==> config.mk <==
export PLATFORM = sky130hd
export DESIGN_NAME = c_subset_lexer_top_flat
export DESIGN_NICKNAME = d
export VERILOG_FILES = /design/src/rtl/clp_pkg.sv /design/src/rtl/clp_in_if.sv /design/src/rtl/clp_out_if.sv /design/src/rtl/clp_front.sv /design/src/rtl/clp_fifo.sv /design/src/rtl/clp_back.sv /design/src/rtl/c_subset_lexer_top.sv /design/src/flat_wrapper.sv
export SDC_FILE = /design/constraint.sdc
export NUM_CORES = 1
export LEC_CHECK = 0
export BUFFER_PORTS_ARGS = -buffer_cell sky130_fd_sc_hd__buf_2
export CORE_MARGIN = 2
export CORE_UTILIZATION = 50
export DETAILED_ROUTE_END_ITERATION = 10
export PLACE_DENSITY_LB_ADDON = 0.15
export SLEW_MARGIN = 30
export SYNTH_ARGS = -nofsm -noshare
export SYNTH_HDL_FRONTEND = slang
export SYNTH_SLANG_ARGS = --single-unit
==> constraint.sdc <==
create_clock -name clk -period 3.9 [get_ports clk]
set_input_delay 0.78 -clock clk [delete_from_list [all_inputs] [get_ports clk]]
set_output_delay 0.78 -clock clk [all_outputs]
set_load 0.05 [all_outputs]
==> src/rtl/clp_pkg.sv <==
`timescale 1ns / 1ps
// ----------------------------------------------------------------------------
// clp_pkg
// shared types, codes and helper functions of the c subset lexer
// ----------------------------------------------------------------------------
package clp_pkg;

  // position counter width and queue depth
  localparam int POSITION_BITS = 16;
  localparam int QDEPTH        = 4;
  localparam int LEN_BITS      = 16;

  typedef logic [POSITION_BITS-1:0] pos_t;
  typedef logic [LEN_BITS-1:0]      len_t;

  // token kinds as seen on the result channel
  typedef enum logic [3:0] {
    KIND_INTEGER = 4'd0,
    KIND_IDENT   = 4'd1,
    KIND_INT     = 4'd2,
    KIND_RETURN  = 4'd3,
    KIND_LBRACE  = 4'd4,
    KIND_RBRACE  = 4'd5,
    KIND_LPAREN  = 4'd6,
    KIND_RPAREN  = 4'd7,
    KIND_SEMI    = 4'd8,
    KIND_EOF     = 4'd9,
    KIND_ERROR   = 4'd10
  } kind_t;

  // character classes decided by the front end
  typedef enum logic [2:0] {
    CLS_SPACE,
    CLS_NEWLINE,
    CLS_DIGIT,
    CLS_ALPHA,
    CLS_SINGLE
  } cls_t;

  // character codes
  localparam logic [7:0] CH_TAB        = 8'h09;
  localparam logic [7:0] CH_NEWLINE    = 8'h0A;
  localparam logic [7:0] CH_CR         = 8'h0D;
  localparam logic [7:0] CH_SPACE      = 8'h20;
  localparam logic [7:0] CH_LPAREN     = 8'h28;
  localparam logic [7:0] CH_RPAREN     = 8'h29;
  localparam logic [7:0] CH_ZERO       = 8'h30;
  localparam logic [7:0] CH_NINE       = 8'h39;
  localparam logic [7:0] CH_SEMI       = 8'h3B;
  localparam logic [7:0] CH_UPPER_A    = 8'h41;
  localparam logic [7:0] CH_UPPER_Z    = 8'h5A;
  localparam logic [7:0] CH_UNDERSCORE = 8'h5F;
  localparam logic [7:0] CH_LOWER_A    = 8'h61;
  localparam logic [7:0] CH_LOWER_E    = 8'h65;
  localparam logic [7:0] CH_LOWER_I    = 8'h69;
  localparam logic [7:0] CH_LOWER_N    = 8'h6E;
  localparam logic [7:0] CH_LOWER_R    = 8'h72;
  localparam logic [7:0] CH_LOWER_T    = 8'h74;
  localparam logic [7:0] CH_LOWER_U    = 8'h75;
  localparam logic [7:0] CH_LOWER_Z    = 8'h7A;
  localparam logic [7:0] CH_LBRACE     = 8'h7B;
  localparam logic [7:0] CH_RBRACE     = 8'h7D;

  // keyword tracker codes: prefixes of int and return
  typedef logic [3:0] kw_t;
  localparam kw_t KW_NONE   = 4'd0;
  localparam kw_t KW_I      = 4'd1;
  localparam kw_t KW_IN     = 4'd2;
  localparam kw_t KW_INT    = 4'd3;
  localparam kw_t KW_R      = 4'd4;
  localparam kw_t KW_RE     = 4'd5;
  localparam kw_t KW_RET    = 4'd6;
  localparam kw_t KW_RETU   = 4'd7;
  localparam kw_t KW_RETUR  = 4'd8;
  localparam kw_t KW_RETURN = 4'd9;

  // item as queued between front and back
  typedef struct packed {
    logic       eop;
    logic [7:0] ch;
    cls_t       cls;
    kind_t      kind;
  } clp_item_t;

  // push from the front end into the queue
  typedef struct packed {
    logic      valid;
    clp_item_t item;
  } clp_push_t;

  // one result item
  typedef struct packed {
    kind_t       kind;
    logic [15:0] line;
    logic [15:0] col;
    logic [15:0] len;
    logic        last;
  } clp_result_t;

  // tracker value at the start of an identifier
  function automatic kw_t kw_first(input logic [7:0] ch);
    kw_t t;
    t = KW_NONE;
    if (ch == CH_LOWER_I) t = KW_I;
    else if (ch == CH_LOWER_R) t = KW_R;
    return t;
  endfunction

  // tracker step on a further identifier character
  function automatic kw_t kw_next(input kw_t t, input logic [7:0] ch);
    kw_t n;
    n = KW_NONE;
    case (t)
      KW_I:     if (ch == CH_LOWER_N) n = KW_IN;
      KW_IN:    if (ch == CH_LOWER_T) n = KW_INT;
      KW_R:     if (ch == CH_LOWER_E) n = KW_RE;
      KW_RE:    if (ch == CH_LOWER_T) n = KW_RET;
      KW_RET:   if (ch == CH_LOWER_U) n = KW_RETU;
      KW_RETU:  if (ch == CH_LOWER_R) n = KW_RETUR;
      KW_RETUR: if (ch == CH_LOWER_N) n = KW_RETURN;
      default:  n = KW_NONE;
    endcase
    return n;
  endfunction

endpackage

==> src/rtl/clp_in_if.sv <==
`timescale 1ns / 1ps
// ----------------------------------------------------------------------------
// clp_in_if
// source character channel: valid/ready with command and byte
// ----------------------------------------------------------------------------
interface clp_in_if;
  logic       valid;
  logic       ready;
  logic       cmd;
  logic [7:0] character;

  modport source (output valid, output cmd, output character, input ready);
  modport sink   (input valid, input cmd, input character, output ready);
endinterface

==> src/rtl/clp_out_if.sv <==
`timescale 1ns / 1ps
// ----------------------------------------------------------------------------
// clp_out_if
// token channel: valid/ready with kind, position, length and end marker
// ----------------------------------------------------------------------------
interface clp_out_if;
  logic        valid;
  logic        ready;
  logic [3:0]  token_kind;
  logic [15:0] line_number;
  logic [15:0] column_number;
  logic [15:0] token_length;
  logic        last_of_run;

  modport source (output valid, output token_kind, output line_number,
                  output column_number, output token_length,
                  output last_of_run, input ready);
  modport sink   (input valid, input token_kind, input line_number,
                  input column_number, input token_length,
                  input last_of_run, output ready);
endinterface

==> src/rtl/clp_front.sv <==
`timescale 1ns / 1ps
// ----------------------------------------------------------------------------
// clp_front
// accepts source items and classifies each byte before queueing it
// ----------------------------------------------------------------------------
module clp_front (
  clp_in_if.sink                in_ch,
  input  logic                  q_full,
  output clp_pkg::clp_push_t    push
);

  clp_pkg::clp_item_t item;

  // take an item whenever the queue has room
  assign in_ch.ready = !q_full;

  // byte classification in the c locale
  always_comb begin
    item.eop  = in_ch.cmd;
    item.ch   = in_ch.character;
    item.kind = clp_pkg::KIND_ERROR;
    if (in_ch.character == clp_pkg::CH_SPACE ||
        (in_ch.character >= clp_pkg::CH_TAB && in_ch.character <= clp_pkg::CH_CR)) begin
      item.cls = (in_ch.character == clp_pkg::CH_NEWLINE) ?
                 clp_pkg::CLS_NEWLINE : clp_pkg::CLS_SPACE;
    end else if (in_ch.character >= clp_pkg::CH_ZERO &&
                 in_ch.character <= clp_pkg::CH_NINE) begin
      item.cls = clp_pkg::CLS_DIGIT;
    end else if ((in_ch.character >= clp_pkg::CH_LOWER_A &&
                  in_ch.character <= clp_pkg::CH_LOWER_Z) ||
                 (in_ch.character >= clp_pkg::CH_UPPER_A &&
                  in_ch.character <= clp_pkg::CH_UPPER_Z) ||
                 in_ch.character == clp_pkg::CH_UNDERSCORE) begin
      item.cls = clp_pkg::CLS_ALPHA;
    end else begin
      item.cls = clp_pkg::CLS_SINGLE;
    end

    // punctuation decode, anything else is an error token
    unique case (in_ch.character)
      clp_pkg::CH_LBRACE: item.kind = clp_pkg::KIND_LBRACE;
      clp_pkg::CH_RBRACE: item.kind = clp_pkg::KIND_RBRACE;
      clp_pkg::CH_LPAREN: item.kind = clp_pkg::KIND_LPAREN;
      clp_pkg::CH_RPAREN: item.kind = clp_pkg::KIND_RPAREN;
      clp_pkg::CH_SEMI:   item.kind = clp_pkg::KIND_SEMI;
      default:            item.kind = clp_pkg::KIND_ERROR;
    endcase
  end

  assign push.valid = in_ch.valid && !q_full;
  assign push.item  = item;

endmodule

==> src/rtl/clp_fifo.sv <==
`timescale 1ns / 1ps
// ----------------------------------------------------------------------------
// clp_fifo
// short queue of classified items between front and back
// ----------------------------------------------------------------------------
module clp_fifo (
  input  logic                clk,
  input  logic                rst_n,
  input  clp_pkg::clp_push_t  push,
  output logic                full,
  input  logic                pop,
  output clp_pkg::clp_item_t  pop_item,
  output logic                empty
);

  localparam int PTR_W = $clog2(clp_pkg::QDEPTH);
  localparam int CNT_W = $clog2(clp_pkg::QDEPTH + 1);

  clp_pkg::clp_item_t mem [clp_pkg::QDEPTH];
  logic [PTR_W-1:0]   wr_ptr_r, wr_ptr_nxt;
  logic [PTR_W-1:0]   rd_ptr_r, rd_ptr_nxt;
  logic [CNT_W-1:0]   count_r, count_nxt;
  logic               do_push, do_pop;

  assign full     = (count_r == CNT_W'(clp_pkg::QDEPTH));
  assign empty    = (count_r == '0);
  assign do_push  = push.valid && !full;
  assign do_pop   = pop && !empty;
  assign pop_item = mem[rd_ptr_r];

  // pointer and fill count update
  always_comb begin
    wr_ptr_nxt = wr_ptr_r;
    rd_ptr_nxt = rd_ptr_r;
    count_nxt  = count_r;
    if (do_push) begin
      wr_ptr_nxt = (wr_ptr_r == PTR_W'(clp_pkg::QDEPTH - 1)) ? '0 : wr_ptr_r + 1'b1;
    end
    if (do_pop) begin
      rd_ptr_nxt = (rd_ptr_r == PTR_W'(clp_pkg::QDEPTH - 1)) ? '0 : rd_ptr_r + 1'b1;
    end
    if (do_push && !do_pop) count_nxt = count_r + 1'b1;
    else if (do_pop && !do_push) count_nxt = count_r - 1'b1;
  end

  always_ff @(posedge clk) begin
    if (!rst_n) begin
      wr_ptr_r <= '0;
      rd_ptr_r <= '0;
      count_r  <= '0;
    end else begin
      wr_ptr_r <= wr_ptr_nxt;
      rd_ptr_r <= rd_ptr_nxt;
      count_r  <= count_nxt;
    end
  end

  // storage
  always_ff @(posedge clk) begin
    if (do_push) mem[wr_ptr_r] <= push.item;
  end

endmodule

==> src/rtl/clp_back.sv <==
`timescale 1ns / 1ps
// ----------------------------------------------------------------------------
// clp_back
// lexer state, token building and the two-entry result output stage
// ----------------------------------------------------------------------------
module clp_back (
  input  logic                clk,
  input  logic                rst_n,
  input  logic                q_empty,
  input  clp_pkg::clp_item_t  q_item,
  output logic                q_pop,
  clp_out_if.source           out_ch
);

  typedef enum logic [1:0] {
    MODE_IDLE,
    MODE_NUM,
    MODE_IDENT
  } mode_t;

  mode_t              mode_r, mode_nxt;
  clp_pkg::pos_t      line_r, line_nxt;
  clp_pkg::pos_t      col_r, col_nxt;
  clp_pkg::pos_t      start_r, start_nxt;
  clp_pkg::len_t      len_r, len_nxt;
  clp_pkg::kw_t       kw_r, kw_nxt;

  logic               out_v_r, out_v_nxt;
  logic               hold_v_r, hold_v_nxt;
  clp_pkg::clp_result_t out_d_r, out_d_nxt;
  clp_pkg::clp_result_t hold_d_r, hold_d_nxt;

  logic               out_free;
  logic               has_flush, has_own;
  clp_pkg::clp_result_t flush_res, own_res, res0, res1;
  clp_pkg::pos_t      col_inc, line_inc;
  clp_pkg::len_t      len_inc;

  // saturating increments
  assign col_inc  = (col_r == '1) ? col_r : col_r + 1'b1;
  assign line_inc = (line_r == '1) ? line_r : line_r + 1'b1;
  assign len_inc  = (len_r == '1) ? len_r : len_r + 1'b1;

  // take the next item only when nothing is left over from the last one
  assign out_free = !out_v_r || out_ch.ready;
  assign q_pop    = !q_empty && !hold_v_r && out_free;

  // token of the pending run
  always_comb begin
    flush_res.line = 16'(line_r);
    flush_res.col  = 16'(start_r);
    flush_res.len  = 16'(len_r);
    flush_res.last = 1'b0;
    if (mode_r == MODE_NUM)               flush_res.kind = clp_pkg::KIND_INTEGER;
    else if (kw_r == clp_pkg::KW_INT)     flush_res.kind = clp_pkg::KIND_INT;
    else if (kw_r == clp_pkg::KW_RETURN)  flush_res.kind = clp_pkg::KIND_RETURN;
    else                                  flush_res.kind = clp_pkg::KIND_IDENT;
  end

  // lexer step on the popped item
  always_comb begin
    mode_nxt  = mode_r;
    line_nxt  = line_r;
    col_nxt   = col_r;
    start_nxt = start_r;
    len_nxt   = len_r;
    kw_nxt    = kw_r;
    has_flush = 1'b0;
    has_own   = 1'b0;
    own_res.kind = q_item.kind;
    own_res.line = 16'(line_r);
    own_res.col  = 16'(col_r);
    own_res.len  = 16'd1;
    own_res.last = 1'b1;
    if (q_pop) begin
      if (q_item.eop) begin
        // flush, end of source, back to the reset state
        has_flush    = (mode_r != MODE_IDLE);
        has_own      = 1'b1;
        own_res.kind = clp_pkg::KIND_EOF;
        own_res.len  = 16'd0;
        mode_nxt     = MODE_IDLE;
        line_nxt     = clp_pkg::pos_t'(1);
        col_nxt      = clp_pkg::pos_t'(1);
        start_nxt    = clp_pkg::pos_t'(1);
        len_nxt      = '0;
        kw_nxt       = clp_pkg::KW_NONE;
      end else if (mode_r == MODE_NUM && q_item.cls == clp_pkg::CLS_DIGIT) begin
        len_nxt = len_inc;
        col_nxt = col_inc;
      end else if (mode_r == MODE_IDENT && (q_item.cls == clp_pkg::CLS_DIGIT ||
                                            q_item.cls == clp_pkg::CLS_ALPHA)) begin
        len_nxt = len_inc;
        kw_nxt  = clp_pkg::kw_next(kw_r, q_item.ch);
        col_nxt = col_inc;
      end else begin
        // the run ends here, then the byte itself
        has_flush = (mode_r != MODE_IDLE);
        mode_nxt  = MODE_IDLE;
        len_nxt   = '0;
        kw_nxt    = clp_pkg::KW_NONE;
        case (q_item.cls)
          clp_pkg::CLS_NEWLINE: begin
            line_nxt = line_inc;
            col_nxt  = clp_pkg::pos_t'(1);
          end
          clp_pkg::CLS_SPACE: begin
            col_nxt = col_inc;
          end
          clp_pkg::CLS_DIGIT: begin
            mode_nxt  = MODE_NUM;
            start_nxt = col_r;
            len_nxt   = clp_pkg::len_t'(1);
            col_nxt   = col_inc;
          end
          clp_pkg::CLS_ALPHA: begin
            mode_nxt  = MODE_IDENT;
            start_nxt = col_r;
            len_nxt   = clp_pkg::len_t'(1);
            kw_nxt    = clp_pkg::kw_first(q_item.ch);
            col_nxt   = col_inc;
          end
          default: begin
            has_own = 1'b1;
            col_nxt = col_inc;
          end
        endcase
      end
    end
  end

  // order the results of one item
  always_comb begin
    res0      = has_flush ? flush_res : own_res;
    res0.last = !(has_flush && has_own);
    res1      = own_res;
  end

  // output register and the second-result hold stage
  always_comb begin
    out_v_nxt  = out_v_r && !out_ch.ready;
    out_d_nxt  = out_d_r;
    hold_v_nxt = hold_v_r;
    hold_d_nxt = hold_d_r;
    if (hold_v_r && out_free) begin
      out_v_nxt  = 1'b1;
      out_d_nxt  = hold_d_r;
      hold_v_nxt = 1'b0;
    end else if (has_flush || has_own) begin
      out_v_nxt = 1'b1;
      out_d_nxt = res0;
      if (has_flush && has_own) begin
        hold_v_nxt = 1'b1;
        hold_d_nxt = res1;
      end
    end
  end

  // lexer state, result valids and result payload
  always_ff @(posedge clk) begin
    if (!rst_n) begin
      mode_r   <= MODE_IDLE;
      line_r   <= clp_pkg::pos_t'(1);
      col_r    <= clp_pkg::pos_t'(1);
      start_r  <= clp_pkg::pos_t'(1);
      len_r    <= '0;
      kw_r     <= clp_pkg::KW_NONE;
      out_v_r  <= 1'b0;
      hold_v_r <= 1'b0;
    end else begin
      mode_r   <= mode_nxt;
      line_r   <= line_nxt;
      col_r    <= col_nxt;
      start_r  <= start_nxt;
      len_r    <= len_nxt;
      kw_r     <= kw_nxt;
      out_v_r  <= out_v_nxt;
      hold_v_r <= hold_v_nxt;
    end
    out_d_r  <= out_d_nxt;
    hold_d_r <= hold_d_nxt;
  end

  assign out_ch.valid         = out_v_r;
  assign out_ch.token_kind    = out_d_r.kind;
  assign out_ch.line_number   = out_d_r.line;
  assign out_ch.column_number = out_d_r.col;
  assign out_ch.token_length  = out_d_r.len;
  assign out_ch.last_of_run   = out_d_r.last;

endmodule

==> src/rtl/c_subset_lexer_top.sv <==
`timescale 1ns / 1ps
// ----------------------------------------------------------------------------
// c_subset_lexer_top
// tokenizer for a small c subset, one source byte per item
// ----------------------------------------------------------------------------
// in_ch carries one source byte per item (cmd 0) or the end of source
// (cmd 1). out_ch carries tokens: kind, start line and column, length and
// a marker on the last token caused by an input item.
// a token is stored in the queue, then in the output register of the back
// end, before it appears on out_ch.
// throughput: one item per cycle while the queue has room; an item that
// yields two tokens (a run ended by punctuation, an error byte or end of
// source) holds the back end while its second token waits in the hold
// stage behind the output register. a four-entry queue between classifier
// and lexer absorbs that, so the input keeps flowing for a few such items.
// reset (rst_n low, synchronous) empties the queue and the output stage
// and returns to line 1, column 1 with no run pending.
// when the receiver stalls the token holds on out_ch, the queue fills and
// in_ch.ready drops once it is full.
// ----------------------------------------------------------------------------
module c_subset_lexer_top (
  input  logic       clk,
  input  logic       rst_n,
  clp_in_if.sink     in_ch,
  clp_out_if.source  out_ch
);

  clp_pkg::clp_push_t push;
  clp_pkg::clp_item_t q_item;
  logic               q_full, q_empty, q_pop;

  // byte classification
  clp_front u_front (
    .in_ch  (in_ch),
    .q_full (q_full),
    .push   (push)
  );

  // decoupling queue
  clp_fifo u_fifo (
    .clk      (clk),
    .rst_n    (rst_n),
    .push     (push),
    .full     (q_full),
    .pop      (q_pop),
    .pop_item (q_item),
    .empty    (q_empty)
  );

  // lexer and result stage
  clp_back u_back (
    .clk     (clk),
    .rst_n   (rst_n),
    .q_empty (q_empty),
    .q_item  (q_item),
    .q_pop   (q_pop),
    .out_ch  (out_ch)
  );

endmodule

==> src/flat_wrapper.sv <==
// flat-port wrapper written by rule: the top's interface ports become plain ports
module c_subset_lexer_top_flat 
  (clk, rst_n, in_ch_valid, in_ch_cmd, in_ch_character, in_ch_ready, out_ch_valid, out_ch_token_kind, out_ch_line_number, out_ch_column_number, out_ch_token_length, out_ch_last_of_run, out_ch_ready);
  clp_in_if in_ch_i ();
  clp_out_if out_ch_i ();
  input  logic clk;
  input  logic rst_n;
  input wire logic [$bits(in_ch_i.valid)-1:0] in_ch_valid;
  input wire logic [$bits(in_ch_i.cmd)-1:0] in_ch_cmd;
  input wire logic [$bits(in_ch_i.character)-1:0] in_ch_character;
  output wire logic [$bits(in_ch_i.ready)-1:0] in_ch_ready;
  output wire logic [$bits(out_ch_i.valid)-1:0] out_ch_valid;
  output wire logic [$bits(out_ch_i.token_kind)-1:0] out_ch_token_kind;
  output wire logic [$bits(out_ch_i.line_number)-1:0] out_ch_line_number;
  output wire logic [$bits(out_ch_i.column_number)-1:0] out_ch_column_number;
  output wire logic [$bits(out_ch_i.token_length)-1:0] out_ch_token_length;
  output wire logic [$bits(out_ch_i.last_of_run)-1:0] out_ch_last_of_run;
  input wire logic [$bits(out_ch_i.ready)-1:0] out_ch_ready;
  assign in_ch_i.valid = in_ch_valid;
  assign in_ch_i.cmd = in_ch_cmd;
  assign in_ch_i.character = in_ch_character;
  assign in_ch_ready = in_ch_i.ready;
  assign out_ch_valid = out_ch_i.valid;
  assign out_ch_token_kind = out_ch_i.token_kind;
  assign out_ch_line_number = out_ch_i.line_number;
  assign out_ch_column_number = out_ch_i.column_number;
  assign out_ch_token_length = out_ch_i.token_length;
  assign out_ch_last_of_run = out_ch_i.last_of_run;
  assign out_ch_i.ready = out_ch_ready;
  c_subset_lexer_top u_core (.clk(clk), .rst_n(rst_n), .in_ch(in_ch_i), .out_ch(out_ch_i));
endmodule
Word-level counts from Yosys, hierarchy flattened
Memory sizes are Yosys's and may differ from the RTL's. A register that Yosys moved wholly into a read port is not among the register bits. Cells that the tools add are included.

Register bits after elaboration: 184. Bits in writable memories: 64. Input port bits: 13. Output and inout bits: 55. Memories kept: 1.

$add $sub $neg: 7. Order comparisons: 8. Eq/ne operators: 37. Multiplexer cells: 71. Bitwise logic cells: 2. Reductions and logical operators: 46.

Memory list: u_core.u_fifo.mem (words 4, width 16, read ports 1, clocked after Yosys merged registers in 1, wr ports 1, RTL line clp_fifo.sv:19) `clp_pkg::clp_item_t mem [clp_pkg::QDEPTH];`.

Operators by type and width (count): $mux 16 (18); $mux 53 (3); $eq 8x7->1 const B (9); $add 16x1->16 const B (3); $eq 16x16->1 const B (3); $mux 3 (11); $eq 8x6->1 const B (4); $mux 4 (7); $pmux 4 s7 (1); $mux 2 (12); $pmux 4 s5 (1); $mux 1 (17); $eq 4x3->1 const B (4); $ge 8x7->1 const B (2); $le 8x7->1 const B (2); $logic_and 1x1->1 (16); $reduce_bool 2->1 (5); $eq 4x2->1 const B (2); $eq 4x4->1 const B (2); $eq 8x4->1 const B (1); $ge 8x4->1 const B (1); $ge 8x6->1 const B (1); $le 8x4->1 const B (1); $le 8x6->1 const B (1); 21 further kinds (44).

Depth between registers and ports, before layout
Gate-level depths: netlist of run 1.

Word-level depth: 11. Depth in mapped cells: 11. Depth with buffers taken out: 10.

Modules after synthesis
From an unflattened synthesis of run 1, not the netlist that was laid out.

Cells, all modules: 911. Area total of the unflattened synthesis: 10445.0 sq um.

By module, submodules not included: clp_back (times used 1, cells an instance 727, area an instance 7314.5 sq um, seq. area each 4144.0 sq um); clp_fifo (times used 1, cells an instance 135, area an instance 2826.5 sq um, seq. area each 2102.0 sq um); clp_front (times used 1, cells an instance 49, area an instance 304.0 sq um, seq. area each 0.0 sq um).

Worst setup path after synthesis of run 1
Ideal clock, no wire load.

Path type: flip-flop to flip-flop. From: register (tool-made name). To: register u_core.u_back.out_d_r (netlist bit u_core.u_back.out_ch.column_number[0]), enable pin. Library setup time: 0.619 ns. Arrival: 3.021 ns. Data required time: 3.281 ns. Slack: 0.260 ns. Cell stages (with the launch flop): 9. Period minus slack after synthesis: 3.640 ns. Path through: dfxtp_1 buf_6 mux4_2 or4b_1 a21oi_1 nor2_1 clkbuf_1 nor2_1 nand2_1.

RTL lines: end signal, assigned (RTL line clp_back.sv:180) `out_d_r <= out_d_nxt;`; end, declared (RTL line clp_back.sv:30) `clp_pkg::clp_result_t out_d_r, out_d_nxt;`.

==> results of run 1 <==
logic make-up after synthesis:
family          count (synthesis)  share of synthesized area
simple gates                  358                     0.1826
flops                         235                     0.6240
compound gates                140                    0.08838
buf+inv                        63                    0.02762
xor+xnor                       34                    0.02975
mux                            18                    0.03437
fa+ha+maj                      10                    0.01325
final cells by class:
class	instances	area, um^2	area share
Clock buffer	33	665.6	0.05824
Multi-Input combinational cell	560	3496	0.3059
Clock inverter	12	140.1	0.01226
Timing Repair Buffer	84	475.5	0.04160
Inverter	20	75.07	0.006568
Sequential cell	235	6246	0.5465
Tap cell	265	331.6	0.02901
synth_stat cells (7+ instances only):
library cell / number / share of area
a21oi_1: 61 / 0.030
a22o_1: 18 / 0.016
and2_1: 21 / 0.013
and3_1: 16 / 0.010
and4_1: 7 / 0.0061
buf_2: 8 / 0.0040
clkbuf_1: 28 / 0.010
dfxtp_1: 81 / 0.16
edfxtp_1: 154 / 0.46
ha_1: 9 / 0.011
inv_1: 18 / 0.0067
mux4_2: 13 / 0.029
nand2_1: 111 / 0.042
nand2b_1: 7 / 0.0044
nand3_1: 23 / 0.011
nand4_1: 14 / 0.0087
nor2_1: 77 / 0.029
nor3_1: 21 / 0.010
nor4_1: 8 / 0.0050
o21ai_0: 22 / 0.011
or3_1: 9 / 0.0056
xnor2_1: 21 / 0.018
xor2_1: 13 / 0.011
report_power, final:
group	switching, W	internal [W]	leakage, nW
Combinational	0.00226	0.000734	1.55
Sequential	0.000194	0.00326	2.16
Clock	0.000929	0.00140	0.388
stage by stage:
step           hold WS [ns]  total power (W)    util  instance area (um^2)  setup slack (ns)
2_1_floorplan        0.4064         0.005754       -                 10010            0.2604
3_3_place_gp         0.4448         0.006454  0.5440                 10620            0.7140
3_5_place_dp         0.4564         0.006512  0.5440                 10620            0.5850
4_1_cts              0.4689         0.008837  0.5853                 11430            0.7839
5_1_grt              0.4792         0.009196  0.5854                 11430            0.5319
6_report             0.4675         0.008773  0.5854                 11430            0.7714
layer usage:
metal	global-route usage	vias to the layer above	wire length, um
li1	-	3292	-
met5	0	-	0
met2	0.3393	224	10270
met4	0.05490	0	554
met1	0.2700	3389	9220
met3	0.02915	43	1097
final timing paths:
path,depth (start not counted),start,endpoint
worst max-delay path,6,flip-flop,u_core.u_back.out_ch.column_number[0]
worst min-delay path,2,u_core.u_back.start_r[0],u_core.u_back.start_r[0]
worst max register to register,6,flip-flop,u_core.u_back.out_ch.column_number[0]
worst min register to register,2,u_core.u_back.start_r[0],u_core.u_back.start_r[0]
worst reg2reg max path, cell delays in order (launching register included):
cell and delay [ns]:
dfxtp_1 0.55, mux4_2 0.71, or4b_1 0.59, a21oi_1 0.24, nor2_2 0.15, buf_4 0.24
o311ai_0 0.40
==> metrics.json, run 1 <==
{
  "synth.cell_area_um2": 10010,
  "end_kind": "flip-flop",
  "grt_setup_unrepaired": "false",
  "post-route-drc-count": 0,
  "clock_sinks": 235,
  "clockRootBuffer": "clkbuf_16",
  "postSynth.asyncResetShare": 0,
  "drt_wirelength_um": 21150,
  "yosys_warnings": 0,
  "dr.first_iter.drc_count": 642,
  "rows": 51,
  "worst_slew_margin_rel": 0.4241,
  "count_of_endpoints_failing_setup_in_the_final_report": 0,
  "fillCellCount": 1603,
  "final-max-slew-violation-count": 0,
  "hpwlAfterDp_um": 13880,
  "final.setup_skew_ns": 0.01095,
  "antenna_left": 0,
  "critical-path-slowest-cell": "mux4_2",
  "synth_ff_type": "edfxtp_1",
  "postSynthRegisterBits": 235,
  "grt_pass1_vias": 6632,
  "mappedNetlistNets": 881,
  "floorplan.initialDensity": 0.5126,
  "ios": 68,
  "globalplace.congestion": 0.8815,
  "worst_slew_pin_slew_ns": 0.8638,
  "reg.largest.list": "u_core.u_fifo.mem: 64 flops, u_core.u_back.hold_d_r: 37 flops",
  "post_drt_wl_per_cell_um": 17.49,
  "arrival_ns": 3.40,
  "vdd_drop_max_v": 0.0004229,
  "critPathKind": "reg -> reg",
  "postCtsSetupBuffers": 0,
  "maximum_number_of_pins_on_one_net_before_global_route_repair": 38,
  "io_buffers": 67,
  "dieArea_um2": 21170,
  "numPlacedInstances": 1164,
  "tns_ns": 0,
  "cp_top_family": "simple AND/OR/NAND/NOR gates",
  "final-hold-violation-count": 0,
  "hold_path_class": "reg -> reg",
  "globalRoute.totalOverflow": 0,
  "design.final.nets": 949,
  "critical_path_buf_inv_count": 1,
  "largest_register_ff_count": 64,
  "tritoncts": "yes",
  "number_of_enable_type_register_cells_in_the_synthesized_netlist": 154,
  "layout-drive-gt1-share": 0.1536,
  "layoutNonFillerInstCount": 1209,
  "grt_use_total": 0.1996,
  "min_period_ns": 3.129,
  "netlist_instances": 858,
  "cts_resized": 0,
  "clockBufferDepth": 3,
  "p_leak_nw": 4.102,
  "cts.clk_slew.worst_paths_ns": 0.06,
  "timing.critical_path.cells": "mux4_2 > or4b_1 > a21oi_1 > nor2_2 > buf_4 > o311ai_0",
  "cts_buffers": 25,
  "crit_required_ns": 4.17,
  "clk-insertion-delay-late_ns": 0.51,
  "pre_antenna_drt_iters": 5,
  "yosys_cell_types": 73,
  "chipWidth_um": 145.5,
  "pwr_density_cell_nw_per_um2": 767.5,
  "flow.area_growth_from_synthesis_pct": 14.19,
  "die_height_um": 145.5,
  "final_common_cell": "edfxtp_1",
  "route.vias.total": 6948,
  "grt_antenna_before_repair": 0,
  "max_freq_ghz": 0.3196,
  "diodes": 0,
  "status": "complete, no violations",
  "critical_path.max_stage_delay_ns": 0.70,
  "cap_violations": 0,
  "yosysSeqAreaShare": 0.6240,
  "h-tree-depth": 1,
  "synth_area_per_cell_um2": 11.67,
  "core_um2": 19530,
  "grt_pass1_wl_um": 34910,
  "start_kind": "flip-flop",
  "viasPerCell": 5.747,
  "cts-hold-fix-buffers": 0,
  "reg2reg_setup_slack_ns": 0.77,
  "period_share": 0.8022,
  "most-common-layout-cells": "edfxtp_1 (154), nand2_1 (110), dfxtp_1 (81)",
  "crit_path_max_fanout": 19,
  "top_register": "u_core.u_fifo.mem"
}
No activity file was read; power rests on OpenSTA's default activity.
==> run 2, diff against run 1 <==
Settings changed: ABC_AREA set to 1.
Clock period 3.9 ns to 2.72 ns, I/O delays scaled along.
==> run 2 against run 1 <==
Compared with the run above: worst setup slack got worse by 0.50 ns; routed wire length rose by 14%; critical path depth rose by 6; maximum frequency rose by 28%; utilization fell by 0.51 points; cell count rose by 31%; via count rose by 19%; clock power rose by 32%; worst hold slack got worse by 0.20 ns; highest routed layer unchanged.
==> metrics.json, run 2 <==
{
  "status": "complete, no violations",
  "cts.clk_slew.worst_paths_ns": 0.06,
  "diodes": 0,
  "number_of_enable_type_register_cells_in_the_synthesized_netlist": 154,
  "p_switching_w": 0.006138,
  "postCtsSetupBuffers": 0,
  "globalplace.congestion": 0.8634,
  "netlist_instances": 1208,
  "die_height_um": 151.1,
  "tns_ns": 0,
  "min_period_ns": 2.447,
  "rows": 53,
  "chipWidth_um": 151.1,
  "clockBufferDepth": 3,
  "critical_path.max_stage_delay_ns": 0.43,
  "final-max-slew-violation-count": 0,
  "core_um2": 21150,
  "dieArea_um2": 22840,
  "synth_top_cells_by_count": "nand2_1 (320), edfxtp_1 (154), inv_1 (135)",
  "vdd_drop_max_v": 0.0009652,
  "worst_slew_margin_rel": 0.5893,
  "timing.critical_path.cells": "buf_4 > nand2_1 > nand3_1 > nand2_2 > inv_4 > nor2_8 > nand2_2 > nand2_2 > nand2_4 > nand3_2 > nand3_4 > buf_4",
  "synth_ff_type": "edfxtp_1",
  "holdPathEnd": "u_core.u_fifo.mem[0][15]",
  "hpwlAfterDp_um": 16160,
  "final-hold-violation-count": 0,
  "worst_slew_pin_slew_ns": 0.6096,
  "synth.cell_area_um2": 10830,
  "flow.area_growth_from_synthesis_pct": 13.40,
  "worst_hold_startpoint": "in_ch_cmd",
  "h-tree-depth": 1,
  "grt_antenna_before_repair": 0,
  "top_register": "u_core.u_fifo.mem",
  "reg2reg_to": "u_core.u_back.out_ch.column_number[13]",
  "tritoncts": "yes",
  "synth_top_cell_by_area": "edfxtp_1",
  "critical-path-slowest-cell": "dfxtp_1",
  "viasPerCell": 5.242,
  "post-route-drc-count": 0,
  "grt_use_total": 0.2173,
  "grt_pass1_wl_um": 39660,
  "max_freq_ghz": 0.4087,
  "p_leak_nw": 4.900,
  "globalRoute.totalOverflow": 0,
  "cts_resized": 0,
  "design.final.nets": 1311,
  "clkPwrFrac": 0.217,
  "internal_power_w": 0.008067,
  "clockRootBuffer": "clkbuf_16",
  "ff2ff_path_depth": 12,
  "critPathKind": "reg -> reg",
  "arrival_ns": 2.63,
  "postSynthRegisterBits": 235,
  "cts_buffers": 24,
  "grt_setup_unrepaired": "false",
  "power_switching_share": 0.4321,
  "postSynth.asyncResetShare": 0,
  "maximum_number_of_pins_on_one_net_before_global_route_repair": 50,
  "final.setup_skew_ns": 0.007790,
  "yosys_cell_types": 45,
  "synth_area_per_cell_um2": 8.961,
  "hold-path-cell-count": 1,
  "cap_violations": 0,
  "largest_register_ff_count": 64,
  "pre_antenna_drt_iters": 5,
  "dr.first_iter.drc_count": 597,
  "drt_wirelength_um": 24160,
  "io_buffers": 67,
  "most-common-layout-cells": "nand2_1 (320), edfxtp_1 (154), inv_1 (135)",
  "count_of_endpoints_failing_setup_in_the_final_report": 0,
  "route.vias.total": 8282,
  "final_core_utilization": 0.5803,
  "mappedNetlistNets": 1231,
  "cpMostUsedCell": "nand2_2",
  "pwr_density_cell_nw_per_um2": 1157,
  "period_share": 0.8996,
  "proportion_of_power_drawn_by_combinational_gates": 0.418,
  "netlist.area_leader.share": 0.4272,
  "power_frac_seq": 0.366,
  "clk-insertion-delay-late_ns": 0.52,
  "crit_required_ns": 2.90,
  "grt_pass1_vias": 7804,
  "detailedPlace.worstSlack_ns": 0.1669,
  "floorplan.initialDensity": 0.5117,
  "post_drt_wl_per_cell_um": 15.29,
  "reg.largest.list": "u_core.u_fifo.mem: 64 flops, u_core.u_back.hold_d_r: 37 flops",
  "cp_top_family": "simple AND/OR/NAND/NOR gates",
  "end_kind": "flip-flop",
  "layout-drive-gt1-share": 0.1249,
  "critical_path_buf_inv_count": 3,
  "postLayoutSetupSlackWorst_ns": 0.2730,
  "clock_sinks": 235,
  "yosys_warnings": 0,
  "crit_path_max_fanout": 25,
  "reg2reg_setup_slack_ns": 0.27,
  "antenna_left": 0,
  "start_kind": "flip-flop",
  "yosysMostFrequentCell": "nand2_1",
  "netlist_top_cells_area": "edfxtp_1 (43%), dfxtp_1 (15%), nand2_1 (11%)",
  "final_common_cell": "nand2_1",
  "hold_path_class": "in -> reg",
  "ios": 68,
  "yosysSeqAreaShare": 0.5770,
  "cts-hold-fix-buffers": 0
}
run 2: changes by cell type in the layout (fill, tap and decap cells not counted), sizes merged, moves of 21 or more:
| cell | before | now |
|---|---|---|
| nor2 | 77 | 110 |
| and2 | 21 | 0 |
| inv | 19 | 141 |
| nand2 | 112 | 331 |
| o21ai | 24 | 57 |
| nand3 | 23 | 103 |
run 2: metal layers:
| metal | GRT usage | up-vias | wire (um) |
|---|---|---|---|
| met5 | 0 | - | 0 |
| met4 | 0.05000 | 0 | 415 |
| li1 | - | 4187 | - |
| met2 | 0.3555 | 201 | 11240 |
| met3 | 0.02861 | 32 | 1230 |
| met1 | 0.3104 | 3862 | 11260 |
run 2: worst max-delay path by stage:
stage | from | end | slack (ns) | cells after the start
after detailed placement | out_ch_ready | u_core.u_back.out_ch.column_number[10] | 0.17 | 8
after global placement | out_ch_ready | u_core.u_back.out_ch.token_length[2] | 0.21 | 8
after floorplan | u_core.u_back.out_ch.valid | u_core.u_fifo.count_r[2] | 0.03 | 12
after CTS | flip-flop | u_core.u_back.out_ch.column_number[10] | 0.27 | 12
after global routing | flip-flop | u_core.u_back.out_ch.column_number[13] | 0.08 | 12
final | flip-flop | u_core.u_back.out_ch.column_number[13] | 0.27 | 12
run 2: final cells by class:
cell class	instances	area (um^2)
Tap cell	275	344.1
Timing Repair Buffer	97	598.1
Clock buffer	31	648.1
Multi-Input combinational cell	787	3821
Sequential cell	235	6246
Inverter	143	539.3
Fill cell	1878	8879
Clock inverter	12	78.83
run 2: stage by stage:
stage	area (um^2)	hold slack (ns)	std cells	total power, W
6_report	12280	0.2658	1580	0.01420
4_1_cts	12280	0.2497	1580	0.01432
3_3_place_gp	11550	0.4372	1537	0.01109
5_1_grt	12280	0.2622	1580	0.01505
3_5_place_dp	11550	0.4418	1537	0.01122
2_1_floorplan	10840	0.4270	1208	0.009606
run 2: cell families (layout without fill, tap and decap cells):
group | after synthesis | count (layout) | synth area share
XOR/XNOR | 16 | 16 | 0.01295
AND/OR/NAND/NOR | 622 | 622 | 0.2531
buffers and inverters | 186 | 283 | 0.07189
flip-flops | 235 | 235 | 0.5770
AO/OA/AOI/OAI | 139 | 139 | 0.07281
adder cells (fa/ha/maj) | 10 | 10 | 0.01225
run 2: power by group through the flow:
| stage | Sequential (W) | Clock, W | Combinational, W |
|---|---|---|---|
| floorplan | 0.00664 | 0 | 0.00297 |
| global placement | 0.00525 | 0 | 0.00584 |
| detailed placement | 0.00526 | 0 | 0.00595 |
| CTS | 0.00520 | 0.00315 | 0.00597 |
| global route | 0.00527 | 0.00328 | 0.00650 |
| finish | 0.00519 | 0.00308 | 0.00593 |
